==> src/rtl/bra_pkg.sv <==
// shared constants, types and helper functions of the bitmap run allocator
package bra_pkg;

	localparam int WW       = 32;
	localparam int LW       = 5;
	localparam int BITS_DEF = 1024;
	localparam int OP_W     = 2;
	localparam int IDX_W    = 10;
	localparam int LEN_W    = 11;
	localparam int CFG_W    = 11;

	localparam logic [CFG_W-1:0] ACTIVE_RST = 11'd1024;

	typedef logic [WW-1:0] word_t;

	typedef enum logic [OP_W-1:0] {
		OP_READ  = 2'd0,
		OP_WRITE = 2'd1,
		OP_ALLOC = 2'd2,
		OP_FILL  = 2'd3
	} op_t;

	typedef enum logic [3:0] {
		ST_CLEAR,
		ST_IDLE,
		ST_RD_ADDR,
		ST_RD_DATA,
		ST_WR_RD,
		ST_WR_MOD,
		ST_SCAN,
		ST_FILL,
		ST_DONE
	} state_t;

	// index of lowest set bit, WW when none
	function automatic logic [LW:0] low_one(input word_t v);
		logic [LW:0] r;
		r = (LW+1)'(WW);
		for (int i = WW - 1; i >= 0; i--) begin
			if (v[i]) begin
				r = (LW+1)'(i);
			end
		end
		return r;
	endfunction

	// bit s set when m[s +: len] are all ones inside the word, len from 1 to WW
	function automatic word_t run_window(input word_t m, input logic [LW:0] len);
		logic [WW:0] p;
		logic [WW:0] acc;
		p   = {1'b0, m};
		acc = '1;
		for (int k = 0; k <= LW; k++) begin
			if (len[k]) begin
				acc = p & (acc >> (1 << k));
			end
			p = p & (p >> (1 << k));
		end
		return acc[WW-1:0];
	endfunction

endpackage

==> src/rtl/bra_map_ram.sv <==
// word-wide bit map memory, one write port and one registered read port
module bra_map_ram #(
	parameter int WORDS = 32,
	parameter int AW    = 5
) (
	input  logic              clk,
	input  logic              we,
	input  logic [AW-1:0]     waddr,
	input  bra_pkg::word_t    wdata,
	input  logic [AW-1:0]     raddr,
	output bra_pkg::word_t    rdata
);

	bra_pkg::word_t mem [WORDS];
	bra_pkg::word_t rdata_q;

	always_ff @(posedge clk) begin
		if (we) begin
			mem[waddr] <= wdata;
		end
		rdata_q <= mem[raddr];
	end

	assign rdata = rdata_q;

endmodule

==> src/rtl/bra_word_eval.sv <==
// run search unit: evaluates one map word against the requested run
module bra_word_eval #(
	parameter int CW = 11
) (
	input  bra_pkg::word_t  rd_word,
	input  logic [CW-1:0]   base,
	input  logic [CW-1:0]   size,
	input  logic [CW-1:0]   len,
	input  logic            val,
	input  logic [CW-1:0]   carry_run,
	input  logic [CW-1:0]   carry_start,
	output logic            hit,
	output logic [CW-1:0]   hit_start,
	output logic [CW-1:0]   nxt_run,
	output logic [CW-1:0]   nxt_start
);

	localparam int WW = bra_pkg::WW;
	localparam int LW = bra_pkg::LW;

	logic [CW-1:0]  rem;
	bra_pkg::word_t inb;
	bra_pkg::word_t m;
	bra_pkg::word_t m_rev;
	bra_pkg::word_t wnd;
	logic [LW:0]    lead;
	logic [LW:0]    trail;
	logic [LW:0]    widx;
	logic           all_m;
	logic           a_hit;

	always_comb begin
		rem = (size > base) ? (size - base) : '0;
		inb = (rem >= CW'(WW)) ? '1 : ~(bra_pkg::word_t'('1) << rem[LW-1:0]);
		m   = ~(rd_word ^ {WW{val}}) & inb;
		for (int i = 0; i < WW; i++) begin
			m_rev[i] = ~m[WW-1-i];
		end
		lead  = bra_pkg::low_one(~m);
		trail = bra_pkg::low_one(m_rev);
		all_m = &m;

		if (len == '0) begin
			wnd = m;
		end else if (len <= CW'(WW)) begin
			wnd = bra_pkg::run_window(m, (LW+1)'(len));
		end else begin
			wnd = '0;
		end
		widx = bra_pkg::low_one(wnd);

		// run carried in from earlier words completes here
		a_hit = (carry_run != '0) &&
			(({1'b0, carry_run} + (CW+1)'(lead)) >= {1'b0, len});

		hit       = a_hit || (|wnd);
		hit_start = a_hit ? carry_start : (base + CW'(widx[LW-1:0]));

		if (all_m) begin
			nxt_run   = carry_run + CW'(WW);
			nxt_start = (carry_run != '0) ? carry_start : base;
		end else begin
			nxt_run   = CW'(trail);
			nxt_start = base + CW'(WW) - CW'(trail);
		end
	end

endmodule

==> src/rtl/bitmap_run_allocator_core.sv <==
// top level of the bitmap run allocator: sequencer, registers and output stage
//
// channel   direction  handshake             payload
// in        request    in_valid / in_ready   op, start_index, run_length, value
// out       result     out_valid / out_ready found, first_index, bit_value
// cfg       write      cfg_we                cfg_data (active_bits)
//
// read: address state, data state, then done; range write: a read and a modify-write state per map word touched.
// allocate: scans one 32-bit word per cycle, then a read and a modify-write state per word inverted.
// fill: writes one map word per cycle over the whole map.
// after reset a clearing pass writes zero to every map word before the first request is taken.
// a finished result waits in the output register while the next request is taken.
module bitmap_run_allocator_core #(
	parameter int BITS = bra_pkg::BITS_DEF
) (
	input  logic                        clk,
	input  logic                        arst_n,
	input  logic                        cfg_we,
	input  logic [bra_pkg::CFG_W-1:0]   cfg_data,
	input  logic                        in_valid,
	output logic                        in_ready,
	input  logic [bra_pkg::OP_W-1:0]    op,
	input  logic [bra_pkg::IDX_W-1:0]   start_index,
	input  logic [bra_pkg::LEN_W-1:0]   run_length,
	input  logic                        value,
	output logic                        out_valid,
	input  logic                        out_ready,
	output logic                        found,
	output logic [bra_pkg::IDX_W-1:0]   first_index,
	output logic                        bit_value
);

	localparam int WW    = bra_pkg::WW;
	localparam int LW    = bra_pkg::LW;
	localparam int WORDS = (BITS + WW - 1) / WW;
	localparam int AW    = (WORDS > 1) ? $clog2(WORDS) : 1;
	localparam int CW    = ($clog2(BITS + 1) > bra_pkg::LEN_W) ? $clog2(BITS + 1)
		: bra_pkg::LEN_W;

	bra_pkg::state_t state_q, state_d;
	bra_pkg::op_t    op_q;

	logic [bra_pkg::CFG_W-1:0] active_q;
	logic [CW-1:0]             size;
	logic [AW-1:0]             last_w;

	logic [bra_pkg::IDX_W-1:0] idx_q;
	logic [CW-1:0]             len_q;
	logic                      val_q;
	logic                      wval_q;
	logic [CW-1:0]             lo_q;
	logic [CW-1:0]             hi_q;
	logic [CW-1:0]             hi_end;
	logic [AW-1:0]             lo_w;
	logic [AW-1:0]             hi_w;
	logic [AW-1:0]             ptr_q;
	logic                      iss_end_q;
	logic                      vld_s1;
	logic [AW-1:0]             w_s1;
	logic [CW-1:0]             carry_run_q;
	logic [CW-1:0]             carry_start_q;

	logic                      found_q;
	logic [CW-1:0]             first_q;
	logic                      bitv_q;

	logic                      out_valid_q;
	logic                      out_found_q;
	logic [bra_pkg::IDX_W-1:0] out_first_q;
	logic                      out_bitv_q;

	logic                      accept;
	logic                      load_out;
	logic                      scan_issue;
	logic [CW-1:0]             in_idx;
	logic [CW-1:0]             in_len;
	logic [CW:0]               in_end;

	logic                      ram_we;
	logic [AW-1:0]             ram_waddr;
	bra_pkg::word_t            ram_wdata;
	logic [AW-1:0]             ram_raddr;
	bra_pkg::word_t            ram_rdata;

	logic [LW-1:0]             lo_off;
	logic [LW:0]               hi_off;
	bra_pkg::word_t            wr_mask;

	logic                      ev_hit;
	logic [CW-1:0]             ev_start;
	logic [CW-1:0]             ev_run;
	logic [CW-1:0]             ev_cstart;

	assign size   = (CW'(active_q) < CW'(BITS)) ? CW'(active_q) : CW'(BITS);
	assign last_w = AW'((size - CW'(1)) >> LW);
	assign in_idx = CW'(start_index);
	assign in_len = CW'(run_length);
	assign in_end = {1'b0, in_idx} + {1'b0, in_len};
	assign accept = in_valid && in_ready;
	assign hi_end = hi_q - CW'(1);
	assign lo_w   = AW'(lo_q >> LW);
	assign hi_w   = AW'(hi_end >> LW);

	always_comb begin
		lo_off  = (ptr_q == lo_w) ? lo_q[LW-1:0] : '0;
		hi_off  = (ptr_q == hi_w) ? ({1'b0, hi_end[LW-1:0]} + (LW+1)'(1)) : (LW+1)'(WW);
		wr_mask = (bra_pkg::word_t'('1) << lo_off) &
			((hi_off == (LW+1)'(WW)) ? '1 : ~(bra_pkg::word_t'('1) << hi_off[LW-1:0]));
	end

	bra_map_ram #(
		.WORDS (WORDS),
		.AW    (AW)
	) u_ram (
		.clk   (clk),
		.we    (ram_we),
		.waddr (ram_waddr),
		.wdata (ram_wdata),
		.raddr (ram_raddr),
		.rdata (ram_rdata)
	);

	bra_word_eval #(
		.CW (CW)
	) u_eval (
		.rd_word     (ram_rdata),
		.base        (CW'(w_s1) << LW),
		.size        (size),
		.len         (len_q),
		.val         (val_q),
		.carry_run   (carry_run_q),
		.carry_start (carry_start_q),
		.hit         (ev_hit),
		.hit_start   (ev_start),
		.nxt_run     (ev_run),
		.nxt_start   (ev_cstart)
	);

	// next state
	always_comb begin
		state_d = state_q;
		case (state_q)
			bra_pkg::ST_CLEAR: begin
				if (ptr_q == AW'(WORDS - 1)) begin
					state_d = bra_pkg::ST_IDLE;
				end
			end
			bra_pkg::ST_IDLE: begin
				if (in_valid) begin
					case (bra_pkg::op_t'(op))
						bra_pkg::OP_READ: begin
							state_d = (in_idx < size) ? bra_pkg::ST_RD_ADDR : bra_pkg::ST_DONE;
						end
						bra_pkg::OP_WRITE: begin
							state_d = ((in_idx < size) && (in_len != '0)) ? bra_pkg::ST_WR_RD
								: bra_pkg::ST_DONE;
						end
						bra_pkg::OP_ALLOC: begin
							state_d = ((size != '0) && (in_len <= size)) ? bra_pkg::ST_SCAN
								: bra_pkg::ST_DONE;
						end
						bra_pkg::OP_FILL: begin
							state_d = bra_pkg::ST_FILL;
						end
						default: begin
							state_d = bra_pkg::ST_DONE;
						end
					endcase
				end
			end
			bra_pkg::ST_RD_ADDR: begin
				state_d = bra_pkg::ST_RD_DATA;
			end
			bra_pkg::ST_RD_DATA: begin
				state_d = bra_pkg::ST_DONE;
			end
			bra_pkg::ST_WR_RD: begin
				state_d = bra_pkg::ST_WR_MOD;
			end
			bra_pkg::ST_WR_MOD: begin
				state_d = (ptr_q == hi_w) ? bra_pkg::ST_DONE : bra_pkg::ST_WR_RD;
			end
			bra_pkg::ST_SCAN: begin
				if (vld_s1) begin
					if (ev_hit) begin
						state_d = (len_q == '0) ? bra_pkg::ST_DONE : bra_pkg::ST_WR_RD;
					end else if (w_s1 == last_w) begin
						state_d = bra_pkg::ST_DONE;
					end
				end
			end
			bra_pkg::ST_FILL: begin
				if (ptr_q == AW'(WORDS - 1)) begin
					state_d = bra_pkg::ST_DONE;
				end
			end
			bra_pkg::ST_DONE: begin
				if (!out_valid_q || out_ready) begin
					state_d = bra_pkg::ST_IDLE;
				end
			end
			default: begin
				state_d = bra_pkg::ST_IDLE;
			end
		endcase
	end

	// outputs of the sequencer
	always_comb begin
		in_ready   = 1'b0;
		load_out   = 1'b0;
		scan_issue = 1'b0;
		ram_we     = 1'b0;
		ram_waddr  = ptr_q;
		ram_wdata  = '0;
		ram_raddr  = ptr_q;
		case (state_q)
			bra_pkg::ST_CLEAR: begin
				ram_we = 1'b1;
			end
			bra_pkg::ST_IDLE: begin
				in_ready = 1'b1;
			end
			bra_pkg::ST_RD_ADDR: begin
				ram_raddr = AW'(CW'(idx_q) >> LW);
			end
			bra_pkg::ST_WR_MOD: begin
				ram_we    = 1'b1;
				ram_wdata = (ram_rdata & ~wr_mask) | (wr_mask & {WW{wval_q}});
			end
			bra_pkg::ST_SCAN: begin
				scan_issue = !iss_end_q;
			end
			bra_pkg::ST_FILL: begin
				ram_we    = 1'b1;
				ram_wdata = {WW{wval_q}};
			end
			bra_pkg::ST_DONE: begin
				load_out = !out_valid_q || out_ready;
			end
			default: begin
				in_ready = 1'b0;
			end
		endcase
	end

	// control registers
	always_ff @(posedge clk or negedge arst_n) begin
		if (!arst_n) begin
			state_q     <= bra_pkg::ST_CLEAR;
			active_q    <= bra_pkg::ACTIVE_RST;
			ptr_q       <= '0;
			iss_end_q   <= 1'b0;
			vld_s1      <= 1'b0;
			out_valid_q <= 1'b0;
		end else begin
			state_q <= state_d;
			vld_s1  <= scan_issue;
			if (cfg_we) begin
				active_q <= cfg_data;
			end
			if (load_out) begin
				out_valid_q <= 1'b1;
			end else if (out_ready) begin
				out_valid_q <= 1'b0;
			end
			case (state_q)
				bra_pkg::ST_CLEAR, bra_pkg::ST_FILL: begin
					ptr_q <= (ptr_q == AW'(WORDS - 1)) ? '0 : (ptr_q + AW'(1));
				end
				bra_pkg::ST_IDLE: begin
					if (accept) begin
						iss_end_q <= 1'b0;
						ptr_q     <= (bra_pkg::op_t'(op) == bra_pkg::OP_WRITE)
							? AW'(in_idx >> LW) : '0;
					end
				end
				bra_pkg::ST_WR_MOD: begin
					ptr_q <= ptr_q + AW'(1);
				end
				bra_pkg::ST_SCAN: begin
					if (vld_s1 && ev_hit) begin
						ptr_q <= AW'(ev_start >> LW);
					end else if (scan_issue) begin
						ptr_q     <= ptr_q + AW'(1);
						iss_end_q <= (ptr_q == last_w);
					end
				end
				default: begin
					ptr_q <= ptr_q;
				end
			endcase
		end
	end

	// request and result registers
	always_ff @(posedge clk) begin
		w_s1 <= ptr_q;
		if (accept) begin
			op_q          <= bra_pkg::op_t'(op);
			idx_q         <= start_index;
			len_q         <= in_len;
			val_q         <= value;
			wval_q        <= (bra_pkg::op_t'(op) == bra_pkg::OP_ALLOC) ? ~value : value;
			lo_q          <= in_idx;
			hi_q          <= (in_end < {1'b0, size}) ? CW'(in_end) : size;
			carry_run_q   <= '0;
			carry_start_q <= '0;
			found_q       <= 1'b0;
			first_q       <= '0;
			bitv_q        <= 1'b0;
		end
		if (state_q == bra_pkg::ST_RD_DATA) begin
			bitv_q <= ram_rdata[idx_q[LW-1:0]];
		end
		if ((state_q == bra_pkg::ST_SCAN) && vld_s1) begin
			if (ev_hit) begin
				found_q <= 1'b1;
				first_q <= ev_start;
				lo_q    <= ev_start;
				hi_q    <= ev_start + len_q;
			end else begin
				carry_run_q   <= ev_run;
				carry_start_q <= ev_cstart;
			end
		end
		if (load_out) begin
			out_found_q <= found_q;
			out_first_q <= bra_pkg::IDX_W'(first_q);
			out_bitv_q  <= bitv_q;
		end
	end

	assign out_valid   = out_valid_q;
	assign found       = out_found_q;
	assign first_index = out_first_q;
	assign bit_value   = out_bitv_q;

`ifndef SYNTHESIS
	a_busy_after_accept: assert property (@(posedge clk) disable iff (!arst_n)
		accept |=> !in_ready)
		else $error("request taken while previous one still in progress");

	a_found_only_alloc: assert property (@(posedge clk) disable iff (!arst_n)
		load_out && found_q |-> op_q == bra_pkg::OP_ALLOC)
		else $error("found reported for a non-allocate request");

	a_bit_only_read: assert property (@(posedge clk) disable iff (!arst_n)
		load_out && bitv_q |-> op_q == bra_pkg::OP_READ)
		else $error("bit value reported for a non-read request");

	a_write_in_range: assert property (@(posedge clk) disable iff (!arst_n)
		state_q == bra_pkg::ST_WR_MOD |-> (ptr_q >= lo_w) && (ptr_q <= hi_w))
		else $error("word write outside the requested range");

	a_scan_in_range: assert property (@(posedge clk) disable iff (!arst_n)
		vld_s1 && (state_q == bra_pkg::ST_SCAN) |-> w_s1 <= last_w)
		else $error("scan evaluated a word past the active size");
`endif

endmodule

==> config.mk <==
export PLATFORM = sky130hd
export DESIGN_NAME = bitmap_run_allocator_core
export DESIGN_NICKNAME = d
export VERILOG_FILES = /design/src/rtl/bra_pkg.sv /design/src/rtl/bra_map_ram.sv /design/src/rtl/bra_word_eval.sv /design/src/rtl/bitmap_run_allocator_core.sv
export SDC_FILE = /design/constraint.sdc
export NUM_CORES = 2
export LEC_CHECK = 0
export ABC_AREA = 1
export BUFFER_PORTS_ARGS = -buffer_cell sky130_fd_sc_hd__buf_4
export CAP_MARGIN = 20
export CORE_UTILIZATION = 40
export CTS_CLUSTER_DIAMETER = 60
export DETAILED_ROUTE_END_ITERATION = 8
export HOLD_SLACK_MARGIN = 0.02
export SLEW_MARGIN = 40
export SYNTH_ARGS = -nofsm -noshare
export SYNTH_HDL_FRONTEND = slang
export SYNTH_HIERARCHICAL = 1
export SYNTH_SLANG_ARGS = --single-unit
==> constraint.sdc <==
create_clock -name clk -period 7.7 [get_ports clk]
set_input_delay 0.385 -clock clk [delete_from_list [all_inputs] [get_ports clk]]
set_output_delay 0.385 -clock clk [all_outputs]
set_load 0.01 [all_outputs]
==> After elaboration in Yosys (flattened, before gate mapping) <==
Memory sizes are Yosys's and may differ from the RTL's. A register that Yosys moved wholly into a read port is not among the register bits.
Cells that the tools add are included.
{ "word_totals": {"reg_bits": 120, "ramBits": 1024, "out_inout_bits": 14, "mem_count": 1} }
{ "op_classes": {"addsub": 12, "magnitude_cmp": 9, "n_eq_ne": 28, "n_shift": 3, "n_mux": 181, "bitwise_logic": 22, "n_reduce_logical": 27} }
{ "memory_table": {"columns": ["name", "words", "width", "rd", "rd_clocked_by_memory_dff", "wr", "line", "source"], "rows": [
  ["u_ram.mem", 32, 32, 1, 1, 1, "bra_map_ram.sv:14", "bra_pkg::word_t mem [WORDS];"]
]} }
{ "ops": {"columns": ["op", "count"], "rows": [
  ["$mux W33", 15],
  ["$mux W6", 65],
  ["$mux W11", 22],
  ["$mux W5", 39],
  ["$mux W32", 5],
  ["$not A32 Y32", 5],
  ["$and A32 B32 Y32", 4],
  ["$shl A32 B5 Y32 const A", 3],
  ["$and A33 B25 Y33", 2],
  ["$and A33 B29 Y33", 2],
  ["$and A33 B31 Y33", 2],
  ["$pmux W32 S2", 1],
  ["$mux W4", 12],
  ["$pmux W4 S9", 1],
  ["$and A33 B17 Y33", 1],
  ["$reduce_bool A11 Y1", 3],
  ["$and A32 B1 Y32", 1],
  ["$and A32 B17 Y32", 1],
  ["$and A32 B31 Y32", 1],
  ["$or A32 B32 Y32", 1],
  ["$reduce_and A32 Y1", 1],
  ["$reduce_or A32 Y1", 1],
  ["$xor A32 B32 Y32", 1],
  ["$eq A5 B5 Y1", 4],
  ["50 further kinds", 89]
]} }

==> Depth between registers and ports, before layout <==
{ "depth": {"depth_word": 68, "depth_mapped": 74} }

==> Modules after synthesis <==
Netlist, hierarchy kept.
{ "modules_own_cells": {"columns": ["mod", "instances", "cells_per_inst", "area_each_um2", "seq_area_each_um2"], "rows": [
  ["bra_map_ram", 1, 3536, 42405.7, 31390.1],
  ["bitmap_run_allocator_core", 1, 1318, 8843.5, 2819.0],
  ["bra_word_eval", 1, 1297, 6705.2, 0.0]
]} }

==> Worst setup path after synthesis <==
No wires, ideal clock.
{ "synth_timing": {"path_kind": "reg2reg", "startpoint": "reg active_q[10] (netlist name)", "endpoint": "reg hi_q[8]", "arrival_time_ns": 7.713, "required_time_ns": 7.578, "path_slack_ns": -0.135, "stages_incl_launch_ff": 66, "n_path_buf": 2, "period_less_slack_ns": 7.835, "path_cell_list": "dfstp_2 -> buf_4 -> nor2_1 -> ha_1 -> nand2_1 -> nor2_1 -> nand2_1 -> nor2_1 -> nand3_2 -> nand2_4 -> inv_4 -> nand3_1 -> inv_2 -> nand2_1 -> nand2_1 -> nand2_2 -> inv_2 -> a21oi_1 -> (+30 left out) -> clkbuf_1 -> nand2_1 -> nand2_1 -> ha_1 -> inv_1 -> fa_1 -> o21ai_0 -> nand2_1 -> nand2_1 -> nand2_1 -> nand2_1 -> nand2_1 -> nand2_1 -> nand2_1 -> nand3_1 -> nand2_1 -> nor2_1 -> a21oi_1"} }
{ "synth_between": {"elab_chain_len": 63} }
{ "synth_lines": {"columns": ["item", "line", "source"], "rows": [
  ["start: declaration", "bitmap_run_allocator_core.sv:43", "logic [bra_pkg::CFG_W-1:0] active_q;"],
  ["start signal: assignment", "bitmap_run_allocator_core.sv:251", "active_q <= bra_pkg::ACTIVE_RST;"],
  ["start signal: assignment", "bitmap_run_allocator_core.sv:260", "active_q <= cfg_data;"],
  ["$lt A11 B11 Y1 *", "bitmap_run_allocator_core.sv:94", "assign size = (CW'(active_q) < CW'(BITS)) ? CW'(active_q) : CW'(BITS);"],
  ["$mux W11 *", "bitmap_run_allocator_core.sv:94", null],
  ["named net size[6]", "bitmap_run_allocator_core.sv:44", "logic [CW-1:0] size;"],
  ["$gt A11 B10 Y1", "bra_word_eval.sv:33", "rem = (size > base) ? (size - base) : '0;"],
  ["$mux W11 *", "bra_word_eval.sv:33", null],
  ["parallel branches: the longest is 2 deep, another holds $ge A11 B6 Y1", null, null],
  ["$mux W32 *", "bra_word_eval.sv:34", "inb = (rem >= CW'(WW)) ? '1 : ~(bra_pkg::word_t'('1) << rem[LW-1:0]);"],
  ["$and A32 B32 Y32 *", "bra_word_eval.sv:35", "m = ~(rd_word ^ {WW{val}}) & inb;"],
  ["(+17 left out)", null, null],
  ["$mux W32", "bra_word_eval.sv:43", "if (len == '0) begin"],
  ["$mux W5 (32 in series)", "bra_pkg.sv:40", "if (v[i]) begin"],
  ["$add A10 B5 Y11", "bra_word_eval.sv:57", "hit_start = a_hit ? carry_start : (base + CW'(widx[LW-1:0]));"],
  ["$mux W11 *", "bra_word_eval.sv:57", null],
  ["named net ev_start[0]", "bitmap_run_allocator_core.sv:90", "logic [CW-1:0] ev_start;"],
  ["$add A11 B11 Y11 *", "bitmap_run_allocator_core.sv:321", "hi_q <= ev_start + len_q;"],
  ["$mux W11 *", "bitmap_run_allocator_core.sv:317", "if (ev_hit) begin"],
  ["$mux W11 *", "bitmap_run_allocator_core.sv:316", "if ((state_q == bra_pkg::ST_SCAN) && vld_s1) begin"],
  ["end signal: assignment", "bitmap_run_allocator_core.sv:306", "hi_q <= (in_end < {1'b0, size}) ? CW'(in_end) : size;"],
  ["end signal: assignment", "bitmap_run_allocator_core.sv:321", null],
  ["end: declaration", "bitmap_run_allocator_core.sv:52", "logic [CW-1:0] hi_q;"]
]} }
Mark *: on every way through the listed nets, which the timed path passes. The select of a mux whose other input is x is not followed.
A chain may end at the register's enable or synchronous reset.

==> Worst setup path after layout <==
Ends and elaborated chain as after synthesis.

==> flow_metrics.py <==
metrics = {
    "run_status": {
        "outcome": "finished, violations left",
        "violations": "setup timing",
    },
    "worst_setup_path": {
        "arrival_ns": 8.58,
        "cp-start-kind": "register",
        "crit_slowest_cell": "dfstp_2",
        "criticalPathCategory": "reg2reg",
        "crit_top_cell": "nand2_1",
        "slowest_delay_ns": 0.58,
        "cp_max_fo": 6,
        "critPathRequiredTime_ns": 8.33,
        "endpoint_kind": "register",
    },
    "floorplan": {
        "dieArea_um2": 146000,
        "core-area_um2": 143000,
        "start_util_pct": 40.3,
        "die_width_um": 382,
        "die_h_um": 382,
        "num_io_pins": 54,
        "row_count": 139,
    },
    "detailed_routing": {
        "detail_route.iter0.violations": 4444,
        "drt_pass1_iterations": 6,
        "wl_met2_um": 85600,
        "vias": 45800,
        "wl_met1_um": 77400,
        "via_per_inst": 5.38,
        "top_layer_used": "met5",
        "drc_errors": 0,
        "postRouteAntennaNets": 0,
        "wl_per_cell_um": 21.4,
        "wl_um": 182000,
        "dr_wl_met3_um": 12700,
    },
    "flow_run": {
        "drv_cap": 0,
    },
    "power": {
        "total_power_mw": 26.2,
        "p_leak_nw": 27.5,
        "power_density_nw_per_um2": 382,
        "ir_drop_v": 0.000396,
    },
    "logic_synthesis": {
        "syn-cell-area_um2": 57800,
        "syn_avg_cell_area_um2": 9.43,
        "syn-instance-count": 6134,
        "synth_warnings": 6,
    },
    "timing": {
        "drv_slew": 0,
        "fin_crit_ns": 7.95,
        "finalHoldViolCount": 0,
        "skew_ns": 0.0645,
        "fin_crit_sh_pct": 103,
        "rsz0062_at_grt": "yes",
        "setup_violations": 42,
        "hold_slack_ns": 0.108,
        "fin_ws_ns": -0.248,
        "relSlewSlack_pct": 28.6,
        "tightest_slew_ns": 1.06,
        "max_freq_ghz": 0.126,
    },
    "min_path": {
        "hold_path_class": "in2async",
    },
    "grt": {
        "grtUsageTotal_pct": 24.3,
        "grt_pass1_wl_um": 269000,
        "overflow": 0,
        "grt_pass1_vias": 43100,
        "grt_max_degree": 155,
        "antenna_found_initial": 1,
    },
    "placement": {
        "dp.cells": 8143,
        "hpwlAfterDp_um": 106000,
        "gp_congestion": 0.966,
        "port_buffers": 53,
    },
    "layout": {
        "fin_cells": 8502,
        "drive_gt1_share_pct": 15.6,
        "syn_to_final_growth_pct": 18.6,
        "n_fill_cell": 13300,
        "layout.nets": 6640,
        "utilization_pct": 47.8,
        "diodes": 0,
    },
    "clock_tree": {
        "cts_sinks": 1172,
        "numCtsBuffers": 134,
        "cts_tree": "yes",
        "cts_max_path_buffers": 3,
        "clk_pin_slew_ns": 0.06,
        "clock-root-buffer": "clkbuf_16",
        "htreeDepth": 4,
        "insertion_delay_ns": 0.78,
    },
}
## placed cells by master (no fill, tap or decap), types with 40 or more instances in the layout
cell type and instances:
a21oi_1 122, ha_1 87, inv_2 45, o21ai_1 43, dlygate4sd3_1 57, nor2_1 219, inv_1 341, nand3_2 40
edfxtp_1 1060, clkbuf_16 139, buf_4 406, nand2_1 2068, nand2_2 53, o21ai_0 134, xor2_1 54, dfxtp_1 89
nor2_4 57, nand3_1 1012
## state kept, by name (all words and copies together), names as in the netlist, 11 cells and up
name	cells
active_q	11
u_ram/mem	1024
carry_run_q	11
len_q	11
u_ram/rdata	32
## cell type report
cell class	count	area, um2	area share (%)
flip-flops and latches	1172	34200	49.9
multi-input cells	4275	21700	31.7
repair buffers	510	4360	6.36
clock buffers	161	3480	5.08
well taps	1903	2380	3.47
inverters	398	1550	2.26
clock inverters	83	898	1.31
## per-stage QoR
stage	setup TNS, ns	setup WS, ns	area (um2)
2_1_floorplan	0	0.0154	57900
3_3_place_gp	-27.15	-0.766	61700
3_5_place_dp	-29.20	-0.789	62000
4_1_cts	-0.326	-0.220	67500
5_1_grt	-35.30	-0.866	68600
6_report	-3.09	-0.248	68600
## critical path: cells and delay by family, from the launching register on
family          cells  cell delay [ns]
xor+xnor            1             0.09
compound gates     23             2.68
buf+inv             6             0.70
fa+ha+maj           6             1.64
flops               1             0.58
simple gates       27             2.09
## where the power goes
group          internal (mW)  switching, mW
Combinational           3.54           8.09
Sequential              7.85          0.478
Clock                   3.51           2.73
## per-layer routing
| layer | track usage [%] | vias to the layer above |
|---|---|---|
| met3 | 3.78 | 358 |
| met4 | 8.76 | 2 |
| met1 | 33.1 | 22100 |
| met2 | 39.2 | 1722 |
| li1 | - | 21600 |
| met5 | 0 | - |
## path summary, 6_finish.rpt
| check | start | end | slack [ns] | cells past startpoint |
|---|---|---|---|---|
| min in group clk | op[0] | wval_q | 0.16 | 3 |
| min | arst_n | active_q[2] | 0.11 | 2 |
| min reg2reg | bitv_q | bit_value | 0.42 | 0 |
| max | active_q[10] | hi_q[8] | -0.25 | 63 |
| max reg2reg | active_q[10] | hi_q[8] | -0.25 | 63 |
| max in group asynchronous | arst_n | vld_s1 | 7.27 | 2 |
## timing repair
action,in CTS,in global routing
buffers inserted,28,24
endpoints found under the hold margin,69,0
setup endpoints to repair,62,62
pin swaps,59,80
resized for setup,107,176
hold buffers,57,0
gates cloned,0,6
No activity file was read; power rests on OpenSTA's default activity.
